--- src/four_level_priority_frame_queue_defines.svh ---
// Assertion macros shared by the frame queue RTL.
// Used by files that include it; expects clk and arst_n in scope.
`ifndef FOUR_LEVEL_PRIORITY_FRAME_QUEUE_DEFINES_SVH
`define FOUR_LEVEL_PRIORITY_FRAME_QUEUE_DEFINES_SVH

// Same-cycle implication, disabled during reset.
`define FLPFQ_ASSERT_NOW(label, ante, cons, msg) \
	label: assert property (@(posedge clk) disable iff (!arst_n) (ante) |-> (cons)) \
		else $error(msg);

// Next-cycle implication, disabled during reset.
`define FLPFQ_ASSERT_NEXT(label, ante, cons, msg) \
	label: assert property (@(posedge clk) disable iff (!arst_n) (ante) |=> (cons)) \
		else $error(msg);

`endif

--- src/flpfq_pkg.sv ---
// Types and constants of the four-level priority frame queue.
// No dependencies; imported by the controller, datapath and top level.
package flpfq_pkg;

	localparam int NUM_LEVELS = 4;
	localparam int LEVEL_BITS = 2;
	localparam int HANDLE_W   = 16;
	localparam int PRIO_IN_W  = 3;

	localparam logic OP_INSERT   = 1'b0;
	localparam logic OP_RETRIEVE = 1'b1;

	typedef enum logic [1:0] {
		ST_OK      = 2'd0,
		ST_EMPTY   = 2'd1,
		ST_FULL    = 2'd2,
		ST_BADPRIO = 2'd3
	} status_t;

	typedef enum logic [1:0] {
		S_IDLE,
		S_EXEC,
		S_LOAD
	} state_t;

	// controller to datapath
	typedef struct packed {
		logic capture;
		logic exec;
		logic load;
	} cmd_t;

	// datapath to controller
	typedef struct packed {
		logic out_busy;
	} sts_t;

endpackage

--- src/four_level_priority_frame_queue.sv ---
// Four-level priority queue of frame handles. Each input word is an insert
// (handle plus priority 0..3, 3 highest) or a retrieve; every word yields
// exactly one result word with handle_out, prio_out and status (0 ok,
// 1 empty on retrieve, 2 level full, 3 bad priority). Inserts queue first in,
// first out within their level; a retrieve takes the oldest entry of the
// highest non-empty level. Each level holds LEVEL_DEPTH entries, kept as a
// ring in one shared entry memory; an insert into a full level is dropped
// and flagged, a priority above 3 is rejected before the full check. Only
// the low HANDLE_BITS bits of a handle are stored. Each word passes capture,
// execute with the single memory access, and load into the output register;
// a new word is taken only after the previous one has been loaded. The next
// word is taken while the previous result still waits in the output
// register, and only a held result stalls the load step. No
// clearing pass is needed after reset: entries are read only while their
// level count covers them. Depends on flpfq_pkg, flpfq_ctrl, flpfq_dpath.
module four_level_priority_frame_queue #(
	parameter int LEVEL_DEPTH = 16,
	parameter int HANDLE_BITS = 16
) (
	input  logic                               clk,
	input  logic                               arst_n,
	input  logic                               in_valid,
	output logic                               in_ready,
	input  logic                               op,
	input  logic [flpfq_pkg::PRIO_IN_W-1:0]    prio_in,
	input  logic [flpfq_pkg::HANDLE_W-1:0]     handle_in,
	output logic                               out_valid,
	input  logic                               out_ready,
	output logic [flpfq_pkg::HANDLE_W-1:0]     handle_out,
	output logic [flpfq_pkg::LEVEL_BITS-1:0]   prio_out,
	output logic [1:0]                         status
);
	import flpfq_pkg::*;

	cmd_t cmd;
	sts_t sts;

	// sequencer: advance one word through capture, execute and load
	flpfq_ctrl u_ctrl (
		.clk      (clk),
		.arst_n   (arst_n),
		.in_valid (in_valid),
		.in_ready (in_ready),
		.sts      (sts),
		.cmd      (cmd)
	);

	// storage, level bookkeeping and the result register
	flpfq_dpath #(
		.LEVEL_DEPTH (LEVEL_DEPTH),
		.HANDLE_BITS (HANDLE_BITS)
	) u_dpath (
		.clk        (clk),
		.arst_n     (arst_n),
		.cmd        (cmd),
		.sts        (sts),
		.op         (op),
		.prio_in    (prio_in),
		.handle_in  (handle_in),
		.out_valid  (out_valid),
		.out_ready  (out_ready),
		.handle_out (handle_out),
		.prio_out   (prio_out),
		.status     (status)
	);

endmodule

--- src/flpfq_ctrl.sv ---
// Sequencer of the frame queue: accept, execute, load result.
// Depends on flpfq_pkg.
module flpfq_ctrl (
	input  logic              clk,
	input  logic              arst_n,
	input  logic              in_valid,
	output logic              in_ready,
	input  flpfq_pkg::sts_t   sts,
	output flpfq_pkg::cmd_t   cmd
);
	import flpfq_pkg::*;

	state_t state_q;
	state_t state_d;

	always_ff @(posedge clk or negedge arst_n) begin
		if (!arst_n) begin
			state_q <= S_IDLE;
		end else begin
			state_q <= state_d;
		end
	end

	always_comb begin
		state_d     = state_q;
		in_ready    = 1'b0;
		cmd.capture = 1'b0;
		cmd.exec    = 1'b0;
		cmd.load    = 1'b0;
		case (state_q)
			S_IDLE: begin
				in_ready = 1'b1;
				if (in_valid) begin
					cmd.capture = 1'b1;
					state_d     = S_EXEC;
				end
			end
			S_EXEC: begin
				cmd.exec = 1'b1;
				state_d  = S_LOAD;
			end
			S_LOAD: begin
				// hold until the output register frees up
				if (!sts.out_busy) begin
					cmd.load = 1'b1;
					state_d  = S_IDLE;
				end
			end
			default: begin
				state_d = S_IDLE;
			end
		endcase
	end

endmodule

--- src/flpfq_dpath.sv ---
// Datapath of the frame queue: per-level rings in one entry memory,
// pointers, counts, priority pick and output register. Depends on flpfq_pkg.
`include "four_level_priority_frame_queue_defines.svh"

module flpfq_dpath #(
	parameter int LEVEL_DEPTH = 16,
	parameter int HANDLE_BITS = 16
) (
	input  logic                                  clk,
	input  logic                                  arst_n,
	input  flpfq_pkg::cmd_t                       cmd,
	output flpfq_pkg::sts_t                       sts,
	input  logic                                  op,
	input  logic [flpfq_pkg::PRIO_IN_W-1:0]       prio_in,
	input  logic [flpfq_pkg::HANDLE_W-1:0]        handle_in,
	output logic                                  out_valid,
	input  logic                                  out_ready,
	output logic [flpfq_pkg::HANDLE_W-1:0]        handle_out,
	output logic [flpfq_pkg::LEVEL_BITS-1:0]      prio_out,
	output logic [1:0]                            status
);
	import flpfq_pkg::*;

	localparam int SB  = (HANDLE_BITS < HANDLE_W) ? HANDLE_BITS : HANDLE_W;
	localparam int PW  = $clog2(LEVEL_DEPTH);
	localparam int CW  = $clog2(LEVEL_DEPTH + 1);
	localparam int AW  = LEVEL_BITS + PW;
	localparam int MEM_DEPTH = NUM_LEVELS * (1 << PW);
	localparam logic [CW-1:0] DEPTH_C  = CW'(LEVEL_DEPTH);
	localparam logic [PW-1:0] LAST_IDX = PW'(LEVEL_DEPTH - 1);

	// captured item
	logic                  op_q;
	logic [PRIO_IN_W-1:0]  prio_q;
	logic [SB-1:0]         handle_q;

	// level state
	logic [PW-1:0] rd_ptr_q [NUM_LEVELS];
	logic [PW-1:0] wr_ptr_q [NUM_LEVELS];
	logic [CW-1:0] cnt_q    [NUM_LEVELS];

	// entry memory
	logic [SB-1:0] mem [MEM_DEPTH];
	logic [SB-1:0] rdata_q;

	// pending result
	status_t               res_status_q;
	logic [LEVEL_BITS-1:0] res_prio_q;
	logic                  res_hit_q;

	// output register
	logic                  out_valid_q;
	logic [SB-1:0]         out_handle_q;
	logic [LEVEL_BITS-1:0] out_prio_q;
	status_t               out_status_q;

	// execute-cycle decode
	logic [LEVEL_BITS-1:0] ins_lvl;
	logic                  ins_bad;
	logic                  ins_full;
	logic                  do_ins;
	logic [LEVEL_BITS-1:0] sel_lvl;
	logic                  found;
	logic                  do_ret;
	logic [AW-1:0]         waddr;
	logic [AW-1:0]         raddr;

	always_comb begin
		ins_lvl  = prio_q[LEVEL_BITS-1:0];
		ins_bad  = (prio_q > PRIO_IN_W'(NUM_LEVELS - 1));
		ins_full = (cnt_q[ins_lvl] == DEPTH_C);
		do_ins   = cmd.exec && (op_q == OP_INSERT) && !ins_bad && !ins_full;
		// highest non-empty level wins
		sel_lvl = '0;
		found   = 1'b0;
		for (int l = 0; l < NUM_LEVELS; l++) begin
			if (cnt_q[l] != '0) begin
				sel_lvl = LEVEL_BITS'(l);
				found   = 1'b1;
			end
		end
		do_ret = cmd.exec && (op_q == OP_RETRIEVE) && found;
		waddr  = {ins_lvl, wr_ptr_q[ins_lvl]};
		raddr  = {sel_lvl, rd_ptr_q[sel_lvl]};
	end

	always_ff @(posedge clk) begin
		if (cmd.capture) begin
			op_q     <= op;
			prio_q   <= prio_in;
			handle_q <= handle_in[SB-1:0];
		end
	end

	always_ff @(posedge clk) begin
		if (do_ins) begin
			mem[waddr] <= handle_q;
		end
		if (do_ret) begin
			rdata_q <= mem[raddr];
		end
	end

	always_ff @(posedge clk or negedge arst_n) begin
		if (!arst_n) begin
			for (int l = 0; l < NUM_LEVELS; l++) begin
				rd_ptr_q[l] <= '0;
				wr_ptr_q[l] <= '0;
				cnt_q[l]    <= '0;
			end
		end else begin
			if (do_ins) begin
				wr_ptr_q[ins_lvl] <= (wr_ptr_q[ins_lvl] == LAST_IDX) ? '0
					: wr_ptr_q[ins_lvl] + 1'b1;
				cnt_q[ins_lvl] <= cnt_q[ins_lvl] + 1'b1;
			end
			if (do_ret) begin
				rd_ptr_q[sel_lvl] <= (rd_ptr_q[sel_lvl] == LAST_IDX) ? '0
					: rd_ptr_q[sel_lvl] + 1'b1;
				cnt_q[sel_lvl] <= cnt_q[sel_lvl] - 1'b1;
			end
		end
	end

	always_ff @(posedge clk) begin
		if (cmd.exec) begin
			res_hit_q  <= do_ret;
			res_prio_q <= do_ret ? sel_lvl : '0;
			if (op_q == OP_INSERT) begin
				res_status_q <= ins_bad ? ST_BADPRIO : (ins_full ? ST_FULL : ST_OK);
			end else begin
				res_status_q <= found ? ST_OK : ST_EMPTY;
			end
		end
	end

	always_ff @(posedge clk or negedge arst_n) begin
		if (!arst_n) begin
			out_valid_q <= 1'b0;
		end else if (cmd.load) begin
			out_valid_q <= 1'b1;
		end else if (out_ready) begin
			out_valid_q <= 1'b0;
		end
	end

	always_ff @(posedge clk) begin
		if (cmd.load) begin
			out_handle_q <= res_hit_q ? rdata_q : '0;
			out_prio_q   <= res_prio_q;
			out_status_q <= res_status_q;
		end
	end

	assign sts.out_busy = out_valid_q && !out_ready;
	assign out_valid    = out_valid_q;
	assign handle_out   = HANDLE_W'(out_handle_q);
	assign prio_out     = out_prio_q;
	assign status       = out_status_q;

	`FLPFQ_ASSERT_NOW(a_load_free, cmd.load, !(out_valid_q && !out_ready), "load over a held word")
	`FLPFQ_ASSERT_NOW(a_cnt_bound, 1'b1, (cnt_q[0] <= DEPTH_C) && (cnt_q[1] <= DEPTH_C) && (cnt_q[2] <= DEPTH_C) && (cnt_q[3] <= DEPTH_C), "level count above depth")
	`FLPFQ_ASSERT_NOW(a_no_write_full, do_ins, cnt_q[ins_lvl] != DEPTH_C, "write into a full level")
	`FLPFQ_ASSERT_NEXT(a_hit_ok, cmd.load && res_hit_q, out_valid_q && (out_status_q == ST_OK), "retrieve hit without ok status")

endmodule
--- config.mk ---
export PLATFORM = sky130hd
export DESIGN_NAME = four_level_priority_frame_queue
export DESIGN_NICKNAME = d
export VERILOG_FILES = /design/src/flpfq_pkg.sv /design/src/four_level_priority_frame_queue.sv /design/src/flpfq_ctrl.sv /design/src/flpfq_dpath.sv
export VERILOG_INCLUDE_DIRS = /design/src /design/src/src
export SDC_FILE = /design/constraint.sdc
export NUM_CORES = 1
export LEC_CHECK = 0
export ABC_AREA = 1
export BUFFER_PORTS_ARGS = -buffer_cell sky130_fd_sc_hd__buf_4
export CAP_MARGIN = 25
export CELL_PAD_IN_SITES_DETAIL_PLACEMENT = 0
export CELL_PAD_IN_SITES_GLOBAL_PLACEMENT = 1
export CORE_ASPECT_RATIO = 0.7
export CORE_MARGIN = 5
export CORE_UTILIZATION = 30
export DETAILED_ROUTE_END_ITERATION = 6
export GPL_TIMING_DRIVEN = 1
export HOLD_SLACK_MARGIN = 0.1
export PLACE_DENSITY = 0.57
export SYNTH_ARGS = -nofsm -noshare
export SYNTH_HDL_FRONTEND = slang
export SYNTH_HIERARCHICAL = 1
export SYNTH_SLANG_ARGS = --single-unit
export TNS_END_PERCENT = 100
--- constraint.sdc ---
create_clock -name clk -period 3.3 [get_ports clk]
set_clock_uncertainty 0.15 [all_clocks]
set_input_delay 0.33 -clock clk [delete_from_list [all_inputs] [get_ports clk]]
set_output_delay 0.33 -clock clk [all_outputs]
set_load 0.01 [all_outputs]
==> impl_metrics.env <==
export IMPL_result_of_the_run="finished, final reports clean"
export IMPL_final_max_slew_violation_count=0
export IMPL_cellPowerDensity_mw_per_mm2=843
export IMPL_area_growth_synth_to_final_pct=23.5
export IMPL_synth_top_cells_by_area="sky130_fd_sc_hd__edfxtp_1, sky130_fd_sc_hd__nand3_1, sky130_fd_sc_hd__nand2_1, sky130_fd_sc_hd__inv_1, sky130_fd_sc_hd__nand3b_1"
export IMPL_port_buffers=45
export IMPL_track_usage_pct=19.3
export IMPL_core_area_mm2=0.164
export IMPL_slowest_stage="sky130_fd_sc_hd__dfrtp_1"
export IMPL_cts_buffers_inserted=115
export IMPL_max_cap_violations=0
export IMPL_rsz0062_at_grt="true"
export IMPL_vdd_drop_max_uv=507
export IMPL_critPathBufInv=6
export IMPL_synth_edf_count=1085
export IMPL_io_pin_count=46
export IMPL_post_layout_total_power_mw=51.5
export IMPL_die_area_mm2=0.173
export IMPL_setup_total_negative_slack_ps=0
export IMPL_startpoint_type="flip-flop"
export IMPL_maxClockFrequency_mhz=308
export IMPL_dp_final_hpwl_um=105000
export IMPL_finalHoldViolations=0
export IMPL_synthesis_area_per_instance_um2=11.0
export IMPL_finish_net_count=4855
export IMPL_worst_path_dominant_cell_family="simple AND/OR/NAND/NOR gates"
export IMPL_sequential_cell_area_mm2=0.0340
export IMPL_arrival_time_at_the_worst_endpoint_ps=3620
export IMPL_postSynthRegisterBits=1140
export IMPL_row_count=124
export IMPL_worstPathRequired_ps=3670
export IMPL_synth_sequential_area_ratio_pct=68.7
export IMPL_drt_wl_total_um=172000
export IMPL_top_cell_type_by_total_area_after_synthesis="sky130_fd_sc_hd__edfxtp_1"
export IMPL_area_share_of_the_largest_cell_type_after_synthesis_pct=65.9
export IMPL_clock_input_transition_at_the_sequential_cells_of_the_worst_setup_and_hold_paths_ps=60
export IMPL_cts_root_buffer_cell="sky130_fd_sc_hd__clkbuf_16"
export IMPL_cts_root_to_sink_buffers=3
export IMPL_htreeDepth=3
export IMPL_synth_cell_area_mm2=0.0494
export IMPL_dieWidth_um=495
export IMPL_netlist_instances=4499
export IMPL_crit_chain="nor2_1, nand2_1, nor2_4, inv_1, buf_4, nand3b_1, nand2_4, nor2_8, clkinv_8, buf_8, buf_4, nand3_1, nand3_1, nand3_1, nand2_2, nand2_1, nand2_1, inv_2, nand2_1"
export IMPL_wire_per_inst_um=24.1
export IMPL_yosys_warnings=6
export IMPL_period_share_pct=98.3
export IMPL_grt_ovfl_total=0
export IMPL_initial_antenna_violation_count=6
export IMPL_static_leakage_power_nw=23.8
export IMPL_async_flop_share_pct=4.82
export IMPL_path_common_cell="sky130_fd_sc_hd__nand2_1"
export IMPL_fp_dieH_um=350
export IMPL_routabilityCongestion=0.856
export IMPL_multi_input_gate_area_in_the_final_layout_mm2=0.0126
export IMPL_worst_hold_path_type="input pin to flip-flop"
export IMPL_clock_tree_from_tritoncts="yes"
export IMPL_dr_first_iter_drc_count=3738
export IMPL_synthesized_nets=4528
export IMPL_final_antenna_net_count=0
export IMPL_period_needed_ps=3250
export IMPL_drive_gt1_share_pct=15.8
export IMPL_synth_main_ff_cell="sky130_fd_sc_hd__edfxtp_1"
export IMPL_slew_headroom_pct=26.2
export IMPL_cp_max_fo=7
export IMPL_report_final_setup_viol=0
export IMPL_clock_sinks=1140
export IMPL_grt_pass1_vias=32800
export IMPL_critPathMaxStageDelay_ps=380
export IMPL_worstMarginPinSlew_ps=1110
export IMPL_placed_cells_incl_taps=6841
export IMPL_start_util_pct=30.2
export IMPL_grt_max_degree=65
export IMPL_dr_pass1_iters=6
export IMPL_criticalPathCategory="flip-flop to flip-flop"
export IMPL_layoutNonFillerInstCount=7140
export IMPL_clk_latency_ps=760
export IMPL_worst_setup_path_end_kind="flip-flop"
export IMPL_post_synth_num_cell_types=41
export IMPL_detailroute_via_count=34800
export IMPL_route_detailed_drc=0
export IMPL_fillCellCount=16200
export IMPL_grt_first_pass_wirelength_um=242000
export IMPL_viasPerCell=4.87
[layout by cell type (no fill, tap or decap), types with 48 or more instances in the layout]
master	n
sky130_fd_sc_hd__nand2_1	968
sky130_fd_sc_hd__inv_1	528
sky130_fd_sc_hd__dfrtp_1	55
sky130_fd_sc_hd__a21oi_1	73
sky130_fd_sc_hd__edfxtp_1	1085
sky130_fd_sc_hd__clkbuf_16	125
sky130_fd_sc_hd__nor2_1	119
sky130_fd_sc_hd__nand3b_1	227
sky130_fd_sc_hd__buf_4	263
sky130_fd_sc_hd__nand3_1	911
sky130_fd_sc_hd__buf_12	128
sky130_fd_sc_hd__o21ai_0	48
[state kept, by name, indices dropped and copies added (netlist names), 2 cells and up]
signal                cells
u_dpath/mem            1024
u_dpath/rd_ptr_q         16
u_ctrl/state_q            2
u_dpath/handle_out       16
u_dpath/res_prio_q        2
u_dpath/res_status_q      2
u_dpath/prio_q            3
u_dpath/cnt_q            20
u_dpath/rdata_q          16
u_dpath/status            2
u_dpath/handle_q         16
u_dpath/wr_ptr_q         16
u_dpath/prio_out          2
[synth_stat cells (13+ instances only)]
| master | count |
|---|---|
| sky130_fd_sc_hd__nand2_1 | 1005 |
| sky130_fd_sc_hd__nor2_1 | 163 |
| sky130_fd_sc_hd__nand3_1 | 950 |
| sky130_fd_sc_hd__a21oi_1 | 73 |
| sky130_fd_sc_hd__nand3b_1 | 227 |
| sky130_fd_sc_hd__clkbuf_1 | 58 |
| sky130_fd_sc_hd__buf_4 | 16 |
| sky130_fd_sc_hd__o21ai_0 | 49 |
| sky130_fd_sc_hd__buf_1 | 13 |
| sky130_fd_sc_hd__inv_1 | 531 |
| sky130_fd_sc_hd__inv_2 | 17 |
| sky130_fd_sc_hd__buf_2 | 173 |
| sky130_fd_sc_hd__dfrtp_1 | 55 |
| sky130_fd_sc_hd__edfxtp_1 | 1085 |
[cell type report]
cell class	count	area share (%)
antenna	7	0.0287
clock buffer	146	5.09
clock inverter	73	0.994
inverter	551	3.43
multi-input combinational	2543	20.6
sequential	1140	55.6
tap	2205	4.52
timing repair buffer	475	9.67
[cell families (layout without fill, tap and decap cells)]
| logic type | after synthesis | count (layout) | synth area share (%) |
|---|---|---|---|
| adders and majority gates | 5 | 5 | 0.127 |
| DFF | 1140 | 1140 | 68.7 |
| other | 0 | 7 | 0 |
| buffers and inverters | 818 | 1245 | 6.88 |
| xor gates and xnor gates | 6 | 6 | 0.106 |
| and+or+nand+nor | 2370 | 2372 | 22.4 |
| AOI/OAI and AO/OA | 160 | 160 | 1.78 |
[where the power goes]
part	internal (mW)	leakage (nW)	switching [mW]
sequential	16.7	10.5	0.256
combinational	7.29	11.5	14.1
clock	7.17	1.82	5.94
total	31.1	23.8	20.3
[timing repair]
item                                   CTS  global route
buffers inserted                         4            17
pin swaps                                1            15
setup endpoints to repair               12           228
endpoints found under the hold margin   98             0
resized for setup                       34           121
hold buffers                            36             0
gates cloned                             6            11
[routing by layer]
layer / global-route usage, % / vias to the layer above / wire (um)
li1: - / 16000 / -
met1: 30.2 / 17300 / 83900
met2: 25.6 / 1274 / 68000
met3: 5.92 / 179 / 16600
met4: 4.50 / 0 / 3460
met5: 0 / - / 0
[worst paths after layout]
kind,start,to,slack [ps],cells after the start
worst max-delay path,u_dpath/cnt_q[11]$_DFF_PN0_,u_dpath/rdata_q[3]$_DFFE_PP_,50,19
worst min-delay path,handle_in[7],u_dpath/handle_q[7]$_DFFE_PP_,170,2
worst max register to register,u_dpath/cnt_q[11]$_DFF_PN0_,u_dpath/rdata_q[3]$_DFFE_PP_,50,19
worst min register to register,u_dpath/res_prio_q[1]$_SDFFCE_PN0P_,u_dpath/prio_out[1]$_DFFE_PP_,270,0
max in group asynchronous,arst_n,u_dpath/rd_ptr_q[2]$_DFFE_PN0P_,2210,4
min in group asynchronous,arst_n,u_dpath/wr_ptr_q[4]$_DFFE_PN0P_,530,4
[stage by stage]
| stage | setup WS, ps | hold WS, ps | instance area, um2 | utilization (%) |
|---|---|---|---|---|
| after floorplan | 18.9 | -116 | 49400 | - |
| after CTS | 0.553 | 104 | 60100 | 36.8 |
| after detailed placement | -393 | 261 | 55700 | 34.1 |
| after global placement | -465 | 254 | 55700 | 34.1 |
| final | 54.9 | 167 | 61000 | 37.3 |
| after global routing | -52.9 | 125 | 61000 | 37.3 |
Power figures use the tool's default switching activity.
